--- config.mk ---
export PLATFORM = sky130hd
export DESIGN_NAME = dhcpv6_option_parser
export DESIGN_NICKNAME = d
export VERILOG_FILES = /design/src/design/dhcp6p_pkg.sv /design/src/design/dhcpv6_option_parser.sv
export SDC_FILE = /design/constraint.sdc
export NUM_CORES = 1
export LEC_CHECK = 0
export ABC_CLOCK_PERIOD_IN_PS = 6300
export BUFFER_PORTS_ARGS = -buffer_cell sky130_fd_sc_hd__buf_2
export CAP_MARGIN = 20
export CORE_ASPECT_RATIO = 1.1
export CORE_MARGIN = 2
export CORE_UTILIZATION = 48
export DETAILED_ROUTE_END_ITERATION = 6
export GPL_TIMING_DRIVEN = 0
export HOLD_SLACK_MARGIN = 0.08
export PLACE_DENSITY = 0.63
export SLEW_MARGIN = 30
export SYNTH_ARGS = -nofsm -noshare
export SYNTH_HDL_FRONTEND = slang
export SYNTH_SLANG_ARGS = --single-unit
export TNS_END_PERCENT = 20
--- constraint.sdc ---
create_clock -name clk -period 6.3 [get_ports clk]
set_input_delay 0.945 -clock clk [delete_from_list [all_inputs] [get_ports clk]]
set_output_delay 0.945 -clock clk [all_outputs]
set_load 0.02 [all_outputs]
--- src/design/dhcp6p_pkg.sv ---
// types and constants shared by the dhcpv6 option parser
package dhcp6p_pkg;

  typedef struct packed {
    logic [7:0]  data_byte;
    logic [15:0] frame_length;
    logic        last_byte;
  } in_item_t;

  typedef struct packed {
    logic [3:0]  record_kind;
    logic [2:0]  record_index;
    logic [63:0] record_value;
    logic [1:0]  end_status;
    logic        run_last;
  } out_rec_t;

  // record kinds
  localparam logic [3:0] K_HEADER  = 4'd0;
  localparam logic [3:0] K_CLIENT  = 4'd1;
  localparam logic [3:0] K_SERVER  = 4'd2;
  localparam logic [3:0] K_NA_IAID = 4'd3;
  localparam logic [3:0] K_ADDR    = 4'd4;
  localparam logic [3:0] K_PD_IAID = 4'd5;
  localparam logic [3:0] K_PFX_LEN = 4'd6;
  localparam logic [3:0] K_PFX     = 4'd7;
  localparam logic [3:0] K_DNS     = 4'd8;
  localparam logic [3:0] K_DNS_CNT = 4'd9;
  localparam logic [3:0] K_SEARCH  = 4'd10;
  localparam logic [3:0] K_SNTP    = 4'd11;
  localparam logic [3:0] K_SNTP_CNT = 4'd12;
  localparam logic [3:0] K_REFRESH = 4'd13;
  localparam logic [3:0] K_END     = 4'd14;

  // end status codes
  localparam logic [1:0] ST_OK       = 2'd0;
  localparam logic [1:0] ST_SHORT    = 2'd1;
  localparam logic [1:0] ST_MISMATCH = 2'd2;

  // option codes
  localparam logic [15:0] C_CLIENT   = 16'd1;
  localparam logic [15:0] C_SERVER   = 16'd2;
  localparam logic [15:0] C_IANA     = 16'd3;
  localparam logic [15:0] C_IAADDR   = 16'd5;
  localparam logic [15:0] C_DNS      = 16'd23;
  localparam logic [15:0] C_SEARCH   = 16'd24;
  localparam logic [15:0] C_IAPD     = 16'd25;
  localparam logic [15:0] C_IAPREFIX = 16'd26;
  localparam logic [15:0] C_SNTP     = 16'd31;
  localparam logic [15:0] C_REFRESH  = 16'd32;

  // parse phases
  localparam logic [3:0] PH_HDR   = 4'd0;
  localparam logic [3:0] PH_OHDR  = 4'd1;
  localparam logic [3:0] PH_OVAL  = 4'd2;
  localparam logic [3:0] PH_IHDR  = 4'd3;
  localparam logic [3:0] PH_IVAL  = 4'd4;
  localparam logic [3:0] PH_ISKIP = 4'd5;

  localparam logic [15:0] HDR_BYTES  = 16'd4;
  localparam logic [15:0] IA_FIXED   = 16'd12;
  localparam logic [15:0] ADDR_BYTES = 16'd16;
  localparam logic [15:0] PREFIX_MIN = 16'd25;
  localparam logic [15:0] PREFIX_AT  = 16'd9;

endpackage

--- src/design/dhcpv6_option_parser.sv ---
// dhcpv6 option parser top level: byte-wise option walker and record queue
// Takes one message byte per cycle while in_stall is low and emits zero, one
// or two records per byte. Parsing is combinational; the records go into a
// four-entry queue that drains one record per cycle while out_stall is low,
// so the sustained rate is one byte per cycle while each byte yields at most
// one record; in_stall rises when the queue has fewer than two free entries.
module dhcpv6_option_parser #(
  parameter int MAX_DNS_SERVERS  = 4,
  parameter int MAX_SNTP_SERVERS = 4
) (
  input  logic                  clk,
  input  logic                  rst_n,
  input  logic                  in_valid,
  output logic                  in_stall,
  input  dhcp6p_pkg::in_item_t  in_item,
  output logic                  out_valid,
  input  logic                  out_stall,
  output dhcp6p_pkg::out_rec_t  out_rec
);
  import dhcp6p_pkg::*;

  localparam logic [11:0] MAX_DNS  = 12'(MAX_DNS_SERVERS);
  localparam logic [11:0] MAX_SNTP = 12'(MAX_SNTP_SERVERS);

  logic [15:0] byte_offset_r, byte_offset_nxt;
  logic [15:0] frame_len_r, frame_len_nxt;
  logic [3:0]  phase_r, phase_nxt;
  logic [15:0] outer_code_r, outer_code_nxt;
  logic [15:0] outer_len_r, outer_len_nxt;
  logic [15:0] outer_count_r, outer_count_nxt;
  logic [15:0] inner_code_r, inner_code_nxt;
  logic [15:0] inner_len_r, inner_len_nxt;
  logic [15:0] inner_count_r, inner_count_nxt;
  logic [63:0] word_r, word_nxt;
  logic        stopped_r, stopped_nxt;

  out_rec_t    q_mem [4];
  logic [1:0]  q_wr_r, q_rd_r;
  logic [2:0]  q_cnt_r;

  logic        accept, pop;
  logic        prec_v;
  out_rec_t    prec, erec, rec0, rec1;
  logic [1:0]  nrec;

  logic [15:0] pos, flen, i, ic1, oc1, len_new, ilen_new;
  logic [17:0] reach;
  logic [11:0] cnt, srv;
  logic [3:0]  b;
  logic [2:0]  widx;
  logic        srv_ok;
  logic [15:0] bo_sat;

  assign accept = in_valid && !in_stall;
  assign pop    = out_valid && !out_stall;

  always_comb begin
    prec_v          = 1'b0;
    prec            = '0;
    erec            = '0;
    byte_offset_nxt = byte_offset_r;
    frame_len_nxt   = frame_len_r;
    phase_nxt       = phase_r;
    outer_code_nxt  = outer_code_r;
    outer_len_nxt   = outer_len_r;
    outer_count_nxt = outer_count_r;
    inner_code_nxt  = inner_code_r;
    inner_len_nxt   = inner_len_r;
    inner_count_nxt = inner_count_r;
    stopped_nxt     = stopped_r;
    pos      = byte_offset_r;
    flen     = (pos == 16'd0) ? in_item.frame_length : frame_len_r;
    frame_len_nxt = flen;
    word_nxt = {word_r[55:0], in_item.data_byte};
    i        = outer_count_r;
    oc1      = outer_count_r + 16'd1;
    ic1      = inner_count_r + 16'd1;
    len_new  = word_nxt[15:0];
    ilen_new = word_nxt[15:0];
    reach    = 18'(pos) + 18'd1 + 18'(len_new);
    cnt      = len_new[15:4];
    srv      = i[15:4];
    b        = i[3:0];
    widx     = {srv[1:0], (b == 4'd15)};
    srv_ok   = (outer_len_r != 16'd0) && (outer_len_r[3:0] == 4'd0);

    if (!stopped_r && pos < flen) begin
      if (phase_r == PH_HDR) begin
        if (pos == HDR_BYTES - 16'd1) begin
          prec_v = 1'b1;
          prec.record_kind  = K_HEADER;
          prec.record_value = {32'd0, word_nxt[31:0]};
          phase_nxt = PH_OHDR;
          outer_count_nxt = '0;
        end
      end else if (phase_r == PH_OHDR) begin
        if (oc1 < HDR_BYTES) begin
          outer_count_nxt = oc1;
        end else begin
          outer_code_nxt  = word_nxt[31:16];
          outer_len_nxt   = len_new;
          outer_count_nxt = '0;
          if (reach > 18'(flen)) begin
            stopped_nxt = 1'b1;
          end else begin
            prec.record_value = {32'd0, pos + 16'd1, len_new};
            priority if (word_nxt[31:16] == C_CLIENT) begin
              prec_v = 1'b1;
              prec.record_kind = K_CLIENT;
            end else if (word_nxt[31:16] == C_SERVER) begin
              prec_v = 1'b1;
              prec.record_kind = K_SERVER;
            end else if (word_nxt[31:16] == C_SEARCH && len_new != 16'd0) begin
              prec_v = 1'b1;
              prec.record_kind = K_SEARCH;
            end else if (word_nxt[31:16] == C_DNS && len_new != 16'd0
                         && len_new[3:0] == 4'd0) begin
              prec_v = 1'b1;
              prec.record_kind  = K_DNS_CNT;
              prec.record_value = 64'((cnt > MAX_DNS) ? MAX_DNS : cnt);
            end else if (word_nxt[31:16] == C_SNTP && len_new != 16'd0
                         && len_new[3:0] == 4'd0) begin
              prec_v = 1'b1;
              prec.record_kind  = K_SNTP_CNT;
              prec.record_value = 64'((cnt > MAX_SNTP) ? MAX_SNTP : cnt);
            end
            phase_nxt = (len_new == 16'd0) ? PH_OHDR : PH_OVAL;
          end
        end
      end else begin
        if (phase_r == PH_OVAL) begin
          priority if ((outer_code_r == C_IANA || outer_code_r == C_IAPD)
                       && outer_len_r >= IA_FIXED) begin
            if (i == 16'd3) begin
              prec_v = 1'b1;
              prec.record_kind  = (outer_code_r == C_IANA) ? K_NA_IAID : K_PD_IAID;
              prec.record_value = {32'd0, word_nxt[31:0]};
            end
            if (i == IA_FIXED - 16'd1) begin
              phase_nxt = PH_IHDR;
              inner_count_nxt = '0;
            end
          end else if (outer_code_r == C_DNS && srv_ok) begin
            if (srv < MAX_DNS && (b == 4'd7 || b == 4'd15)) begin
              prec_v = 1'b1;
              prec.record_kind  = K_DNS;
              prec.record_index = widx;
              prec.record_value = word_nxt;
            end
          end else if (outer_code_r == C_SNTP && srv_ok) begin
            if (srv < MAX_SNTP && (b == 4'd7 || b == 4'd15)) begin
              prec_v = 1'b1;
              prec.record_kind  = K_SNTP;
              prec.record_index = widx;
              prec.record_value = word_nxt;
            end
          end else if (outer_code_r == C_REFRESH && outer_len_r >= HDR_BYTES
                       && i == 16'd3) begin
            prec_v = 1'b1;
            prec.record_kind  = K_REFRESH;
            prec.record_value = {32'd0, word_nxt[31:0]};
          end
        end else if (phase_r == PH_IHDR) begin
          inner_count_nxt = ic1;
          if (ic1 >= HDR_BYTES) begin
            inner_code_nxt  = word_nxt[31:16];
            inner_len_nxt   = ilen_new;
            inner_count_nxt = '0;
            if (17'(i) + 17'd1 + 17'(ilen_new) > 17'(outer_len_r)) begin
              phase_nxt = PH_ISKIP;
            end else if (ilen_new != 16'd0) begin
              phase_nxt = PH_IVAL;
            end
          end
        end else if (phase_r == PH_IVAL) begin
          priority if (outer_code_r == C_IANA && inner_code_r == C_IAADDR
                       && inner_len_r >= ADDR_BYTES) begin
            if (inner_count_r == 16'd7 || inner_count_r == 16'd15) begin
              prec_v = 1'b1;
              prec.record_kind  = K_ADDR;
              prec.record_index = {2'b00, (inner_count_r == 16'd15)};
              prec.record_value = word_nxt;
            end
          end else if (outer_code_r == C_IAPD && inner_code_r == C_IAPREFIX
                       && inner_len_r >= PREFIX_MIN) begin
            if (inner_count_r == PREFIX_AT - 16'd1) begin
              prec_v = 1'b1;
              prec.record_kind  = K_PFX_LEN;
              prec.record_value = {56'd0, in_item.data_byte};
            end else if (inner_count_r == PREFIX_AT + 16'd7
                         || inner_count_r == PREFIX_AT + 16'd15) begin
              prec_v = 1'b1;
              prec.record_kind  = K_PFX;
              prec.record_index = {2'b00, (inner_count_r == PREFIX_AT + 16'd15)};
              prec.record_value = word_nxt;
            end
          end
          inner_count_nxt = ic1;
          if (ic1 >= inner_len_r) begin
            phase_nxt = PH_IHDR;
            inner_count_nxt = '0;
          end
        end
        outer_count_nxt = oc1;
        if (oc1 >= outer_len_r) begin
          phase_nxt       = PH_OHDR;
          outer_count_nxt = '0;
          inner_count_nxt = '0;
        end
      end
    end

    bo_sat = (byte_offset_r != 16'hFFFF) ? byte_offset_r + 16'd1 : byte_offset_r;
    byte_offset_nxt = bo_sat;
    erec.record_kind  = K_END;
    erec.record_value = {48'd0, bo_sat};
    erec.run_last     = 1'b1;
    if (bo_sat < HDR_BYTES || flen < HDR_BYTES) begin
      erec.end_status = ST_SHORT;
    end else if (bo_sat != flen) begin
      erec.end_status = ST_MISMATCH;
    end else begin
      erec.end_status = ST_OK;
    end

    // end of message: back to the reset state
    if (in_item.last_byte) begin
      byte_offset_nxt = '0;
      frame_len_nxt   = '0;
      phase_nxt       = PH_HDR;
      outer_code_nxt  = '0;
      outer_len_nxt   = '0;
      outer_count_nxt = '0;
      inner_code_nxt  = '0;
      inner_len_nxt   = '0;
      inner_count_nxt = '0;
      word_nxt        = '0;
      stopped_nxt     = 1'b0;
    end

    rec0 = prec;
    rec1 = erec;
    nrec = 2'd0;
    if (prec_v && in_item.last_byte) begin
      nrec = 2'd2;
    end else if (prec_v) begin
      rec0.run_last = 1'b1;
      nrec = 2'd1;
    end else if (in_item.last_byte) begin
      rec0 = erec;
      nrec = 2'd1;
    end
  end

  always_ff @(posedge clk) begin
    if (!rst_n) begin
      byte_offset_r <= '0;
      frame_len_r   <= '0;
      phase_r       <= PH_HDR;
      outer_code_r  <= '0;
      outer_len_r   <= '0;
      outer_count_r <= '0;
      inner_code_r  <= '0;
      inner_len_r   <= '0;
      inner_count_r <= '0;
      word_r        <= '0;
      stopped_r     <= 1'b0;
    end else if (accept) begin
      byte_offset_r <= byte_offset_nxt;
      frame_len_r   <= frame_len_nxt;
      phase_r       <= phase_nxt;
      outer_code_r  <= outer_code_nxt;
      outer_len_r   <= outer_len_nxt;
      outer_count_r <= outer_count_nxt;
      inner_code_r  <= inner_code_nxt;
      inner_len_r   <= inner_len_nxt;
      inner_count_r <= inner_count_nxt;
      word_r        <= word_nxt;
      stopped_r     <= stopped_nxt;
    end
  end

  // record queue
  always_ff @(posedge clk) begin
    if (accept && nrec != 2'd0) begin
      q_mem[q_wr_r] <= rec0;
    end
    if (accept && nrec == 2'd2) begin
      q_mem[q_wr_r + 2'd1] <= rec1;
    end
  end

  always_ff @(posedge clk) begin
    if (!rst_n) begin
      q_wr_r  <= '0;
      q_rd_r  <= '0;
      q_cnt_r <= '0;
    end else begin
      if (accept) begin
        q_wr_r <= q_wr_r + nrec;
      end
      if (pop) begin
        q_rd_r <= q_rd_r + 2'd1;
      end
      q_cnt_r <= q_cnt_r + (accept ? {1'b0, nrec} : 3'd0) - (pop ? 3'd1 : 3'd0);
    end
  end

  assign in_stall  = (q_cnt_r > 3'd2);
  assign out_valid = (q_cnt_r != 3'd0);
  assign out_rec   = q_mem[q_rd_r];

endmodule

# Word-level counts from Yosys, hierarchy flattened
# Memories as Yosys holds them, arrays and structs flattened. A register that Yosys moved wholly into a read port is not among the register bits.
# Cells that the tools add are included.
[word_totals]
reg_bits = 196
latch_bits = 0
ram_bits = 296
romBits = 0
in_bits = 29
output_inout_bits = 76
mem_count = 1
[mem_list]
columns = ["memory", "depth", "width", "rd", "rd_ports_with_merged_regs", "write_ports", "line", "text"]
rows = [
  ["q_mem", 4, 74, 1, 1, 2, "dhcpv6_option_parser.sv:37", "out_rec_t q_mem [4];"],
]
[classes]
addsub = 12
multipliers = 0
div = 0
n_lt_le_gt_ge = 16
eq_ne = 42
shifts = 0
n_mux = 182
n_bitwise = 0
reduce_logical = 53
[op_table]
columns = ["operator", "n"]
rows = [
  ["2-to-1 mux 71 bit", 30],
  ["2-to-1 mux 16 bit", 47],
  ["2-to-1 mux 32 bit", 10],
  ["2-to-1 mux 64 bit", 5],
  ["2-to-1 mux 74 bit", 2],
  ["== test 16 x 5 -> 1 bit (second input constant)", 9],
  ["2-to-1 mux 70 bit", 2],
  ["2-to-1 mux 4 bit", 30],
  ["2-to-1 mux 73 bit", 1],
  ["== test 16 x 2 -> 1 bit (second input constant)", 4],
  ["2-to-1 mux 56 bit", 1],
  ["adder 16 x 1 -> 16 bit (second input constant)", 3],
  ["== test 16 x 4 -> 1 bit (second input constant)", 3],
  ["less-than comparator 16 x 3 -> 1 bit (second input constant)", 3],
  ["2-to-1 mux 1 bit", 38],
  ["adder 16 x 1 -> 17 bit (second input constant)", 2],
  ["== test 16 x 3 -> 1 bit (second input constant)", 2],
  ["greater-or-equal comparator 16 bit", 2],
  ["greater-or-equal comparator 16 x 3 -> 1 bit (second input constant)", 2],
  ["greater-or-equal comparator 16 x 5 -> 1 bit (second input constant)", 2],
  ["zero test 16 bit", 2],
  ["nonzero test 16 bit", 2],
  ["logical AND 1 bit", 22],
  ["2-to-1 mux 3 bit", 7],
  ["other kinds (43)", 74],
]

# Logic depth before layout (Yosys ltp)
[depth]
word_depth = 26
ltp_mapped = 29

# Least setup slack after synthesis
# No wires, ideal clock.
[synth_timing]
path_kind = "input to register"
start = "input in_item[17] (netlist name)"
end = "memory q_mem[3][10] (netlist name), enable pin"
setup_ps = 376
arrival_ps = 6117
t_required_ps = 5924
slack_ps = -193
stages = 24
cell_sequence = "inv_1 > ha_1 > inv_1 > fa_1 > a211oi_1 > o21ai_0 > a21oi_1 > o21ai_0 > xor2_1 > ha_1 > nand4_1 > a211oi_1 > a2111o_1 > a221o_1 > a21oi_1 > nand3_1 > a21o_1 > ha_1 > clkbuf_1 > or3_1 > clkbuf_1 > and2_1 > clkbuf_1 > inv_1"
[synth_lines]
columns = ["element", "line", "text"]
rows = [
  ["start, declared", "dhcpv6_option_parser.sv:15", "input dhcp6p_pkg::in_item_t in_item,"],
  ["end, declared", "dhcpv6_option_parser.sv:37", ""],
]

==> impl_summary.log <==
[metrics] result of the run: finished clean
[metrics] yosys synthesis warning count: 0
[metrics] placeable core region: 53,500 sq um
[metrics] number of DRC markers in iteration 0: 1,973
[metrics] leakage component of the power: 0.0116 uW
[metrics] slew of the pin with the lowest slew margin: 1030 ps
[metrics] Tmin final: 6210 ps
[metrics] Mapped Area: 25,800 sq um
[metrics] Cells after Synth: 2,767
[metrics] TritonCTS sink count: 493
[metrics] post-route cell area: 29,600 sq um
[metrics] element type at the critical path start: input pin
[metrics] placed instance area: 27,300 sq um
[metrics] H-tree levels: 2
[metrics] routed vias/inst: 6.31
[metrics] number of rows in the core area: 89
[metrics] final-report hold violation count: 0
[metrics] part of the cycle the worst path needs: 98.5%
[metrics] Synth cell types: 84
[metrics] Max FO, Critical Path: 10
[metrics] Final Skew: 28.4 ps
[metrics] Worst Path Required: 6810 ps
[metrics] number of buffers added on ports: 104
[metrics] kind of end point of the critical path: flip-flop
[metrics] setup violation total in the final timing report: 0
[metrics] clock buffers created by TritonCTS: 51
[metrics] headroom to the max-slew limit: 31.0%
[metrics] initial core utilization: 48.3%
[metrics] net count of the mapped netlist: 2,922
[metrics] Primary FF master, synth: dfxtp_1
[metrics] count of boundary I/O pins: 105
[metrics] via count of the routed design: 23.1k
[metrics] Die Footprint: 55,700 sq um
[metrics] Synth area leaders: dfxtp_1, edfxtp_1, mux4_2, ha_1, a22o_1
[metrics] number of hold buffers added after CTS: 0
[metrics] root buffer cell: clkbuf_16
[metrics] launch instance of the worst register-to-register path: byte_offset_r[0]$_SDFFE_PN0P_
[metrics] classification of the worst setup path: input pin to flip-flop
[metrics] sequential fraction of the synthesis area: 41.0%
[metrics] GRT Total Usage: 32.3%
[metrics] CTS Buffer Depth: 3
[metrics] fraction of registers with async set or reset after synthesis: 0%
[metrics] number of enable flip-flop cells after synthesis: 72
[metrics] data arrival at the endpoint of the critical path: 6720 ps
[metrics] achievable clock frequency: 161 MHz
[metrics] pin count of the biggest net entering global routing: 16
[metrics] total power per unit cell area: 276 nW/um^2
[metrics] Core Util, Final: 55.4%
[metrics] wire length of the first global-routing pass: 136,000 microns
[metrics] height of the die: 247 microns
[metrics] RD Place Congestion: 0.980
[metrics] number of synthesized register bits: 493
[metrics] per-instance average area after synthesis: 9.34 sq um
[metrics] drt drc: 0
[metrics] clock slew at reported path FFs: 60 ps
[metrics] number of antenna violations at the first check in global routing: 1
[metrics] type of the tightest min-delay check: flip-flop to flip-flop
[metrics] vias in the first global route: 22.4k
[metrics] Nets: 3,105
[metrics] startpoint of the worst hold path: q_mem[1][33]$_SDFFE_PP0P_
[metrics] n_diodes: 0
[metrics] per-cell routed wire length: 25.0 microns
[metrics] count of placed standard cells in the final layout, fillers left out: 3,671
[metrics] launching instance or port of the critical path: in_item[17]
[metrics] floorplan die width: 225 microns
[metrics] number of detailed-routing iterations run before antenna repair: 6
[metrics] wire length after detailed routing: 91,600 microns
[metrics] Area Overhead vs Synth: 14.7%
[metrics] Maximum Capacitance Violations: 0
[metrics] number of antenna-violating nets in the routed design: 0
[metrics] worst vdd rail ir drop: 0.000222 V
[metrics] clock latency on the worst-skew pair: 620 ps
[metrics] clock tree from TritonCTS: done
[metrics] number of slew-limit violations in the final report: 0
[metrics] placed cell count: 3,554
[metrics] setup_tns: 0 ps
[metrics] cell type contributing the most total cell area after synthesis: dfxtp_1
[metrics] share of layout cells above drive strength 1: 14.2%
[metrics] post-detail-place hpwl: 67,300 microns
[metrics] overflow left after global routing: 0
[metrics] top cell type's share of synthesized area: 32.6%
area by class of cell:
type,instances,area [sq um]
buffer,177,852
clock buffer,72,1470
clock inverter,20,248
fill,4791,23800
inverter,79,315
multi-input combinational,2012,14500
sequential,493,10600
tap,682,853
timing repair buffer,131,785
timing repair inverter,5,37.5
logic make-up (layout without fill, tap and decap cells):
group | Yosys count | count (layout) | share of synthesized area (%)
AND/OR/NAND/NOR | 961 | 961 | 18.0
AO/OA/AOI/OAI | 669 | 669 | 17.7
flip-flops | 493 | 493 | 41.0
buffers and inverters | 262 | 484 | 4.08
multiplexers | 165 | 165 | 9.99
adder cells (fa/ha/maj) | 126 | 126 | 6.19
XOR/XNOR | 91 | 91 | 3.09
path summary, 6_finish.rpt:
path	endpoint	slack [ps]	depth (start not counted)
min reg2reg	q_mem[1][33]$_SDFFE_PP0P_	450	2
max	q_mem[3][65]$_SDFFE_PP0P_	90	24
max reg2reg	q_mem[3][65]$_SDFFE_PP0P_	130	23
min	q_mem[1][33]$_SDFFE_PP0P_	450	2
cells in the mapped netlist (49+ instances only):
cell type and instances:
nor2_1 302, a21oi_1 187, xnor2_1 61, inv_1 79, edfxtp_1 72, mux2i_1 89, clkbuf_1 137, mux4_2 74
nand4_1 49, o22ai_1 55, nand2_1 253, nand3_1 64, o21ai_0 87, a22o_1 142, dfxtp_1 421, ha_1 123
power breakdown:
part,leakage (uW),internal (uW),switching [uW]
registers,0.00409,3300,91.2
logic,0.00662,578,1110
clock network,0.000840,1760,1330
total,0.0116,5640,2540
registers in the layout (all words and copies together), names as in the netlist, 2 cells and up, named ones only:
register / count
q_mem: 296
byte_offset_r: 16
i: 16
frame_len_r: 16
inner_code_r: 16
inner_len_r: 16
q_cnt_r: 3
phase_r: 3
outer_len_r: 16
q_wr_r: 2
q_rd_r: 2
outer_code_r: 16
word_r: 56
inner_count_r: 16
layer usage:
metal  vias to the layer above  track usage (%)  wire length [microns]
li1                      10600                -                      -
met1                     11300             39.8                  35900
met2                      1014             55.2                  44100
met3                       220             5.22                   6830
met4                         2             15.5                   4800
met5                         -                0                     19
stage by stage:
| stage | setup WS [ps] | hold slack, ps | power, uW |
|---|---|---|---|
| after CTS | -42.8 | 453 | 8140 |
| after floorplan | 95.5 | 420 | 4480 |
| after global placement | -1920 | 428 | 5000 |
| after global routing | -30.1 | 472 | 8460 |
| final | 94.5 | 452 | 8180 |
| after detailed placement | -2030 | 439 | 5040 |
layout by cell type (no fill, tap or decap), types with 43 or more instances in the layout:
cell and n:
dfxtp_1 419, nor2_1 299, nand2_1 252, a21oi_1 183, a22o_1 142, ha_1 122
buf_2 119, clkbuf_1 111, o21ai_0 86, mux2i_1 76, inv_1 74, mux4_2 74
edfxtp_1 72, nand3_1 64, xnor2_1 61, o22ai_1 55, clkbuf_16 52, nand4_1 49
nor2b_1 43, o31ai_1 43
worst max-delay path: stages:
cell	delay, ps
buf_2	140
clkinvlp_4	130
ha_1	200
inv_1	70
fa_1	440
a211oi_2	340
o21ai_1	160
a21oi_2	220
o21ai_0	150
xor2_1	170
ha_1	320
nand4_1	140
a211oi_1	70
a2111o_1	420
a221o_1	400
a21oi_4	230
nand3_1	190
a21o_1	280
ha_4	220
or3_1	460
clkbuf_4	250
and2_4	270
clkbuf_4	230
a22o_1	250
repair_timing:
item	4_1_cts	5_1_grt
endpoints found under the setup margin	372	369
gates cloned	5	1
buffers inserted	10	13
resized for setup	82	45
pin swaps	5	9
No activity file was read; power rests on OpenSTA's default activity.
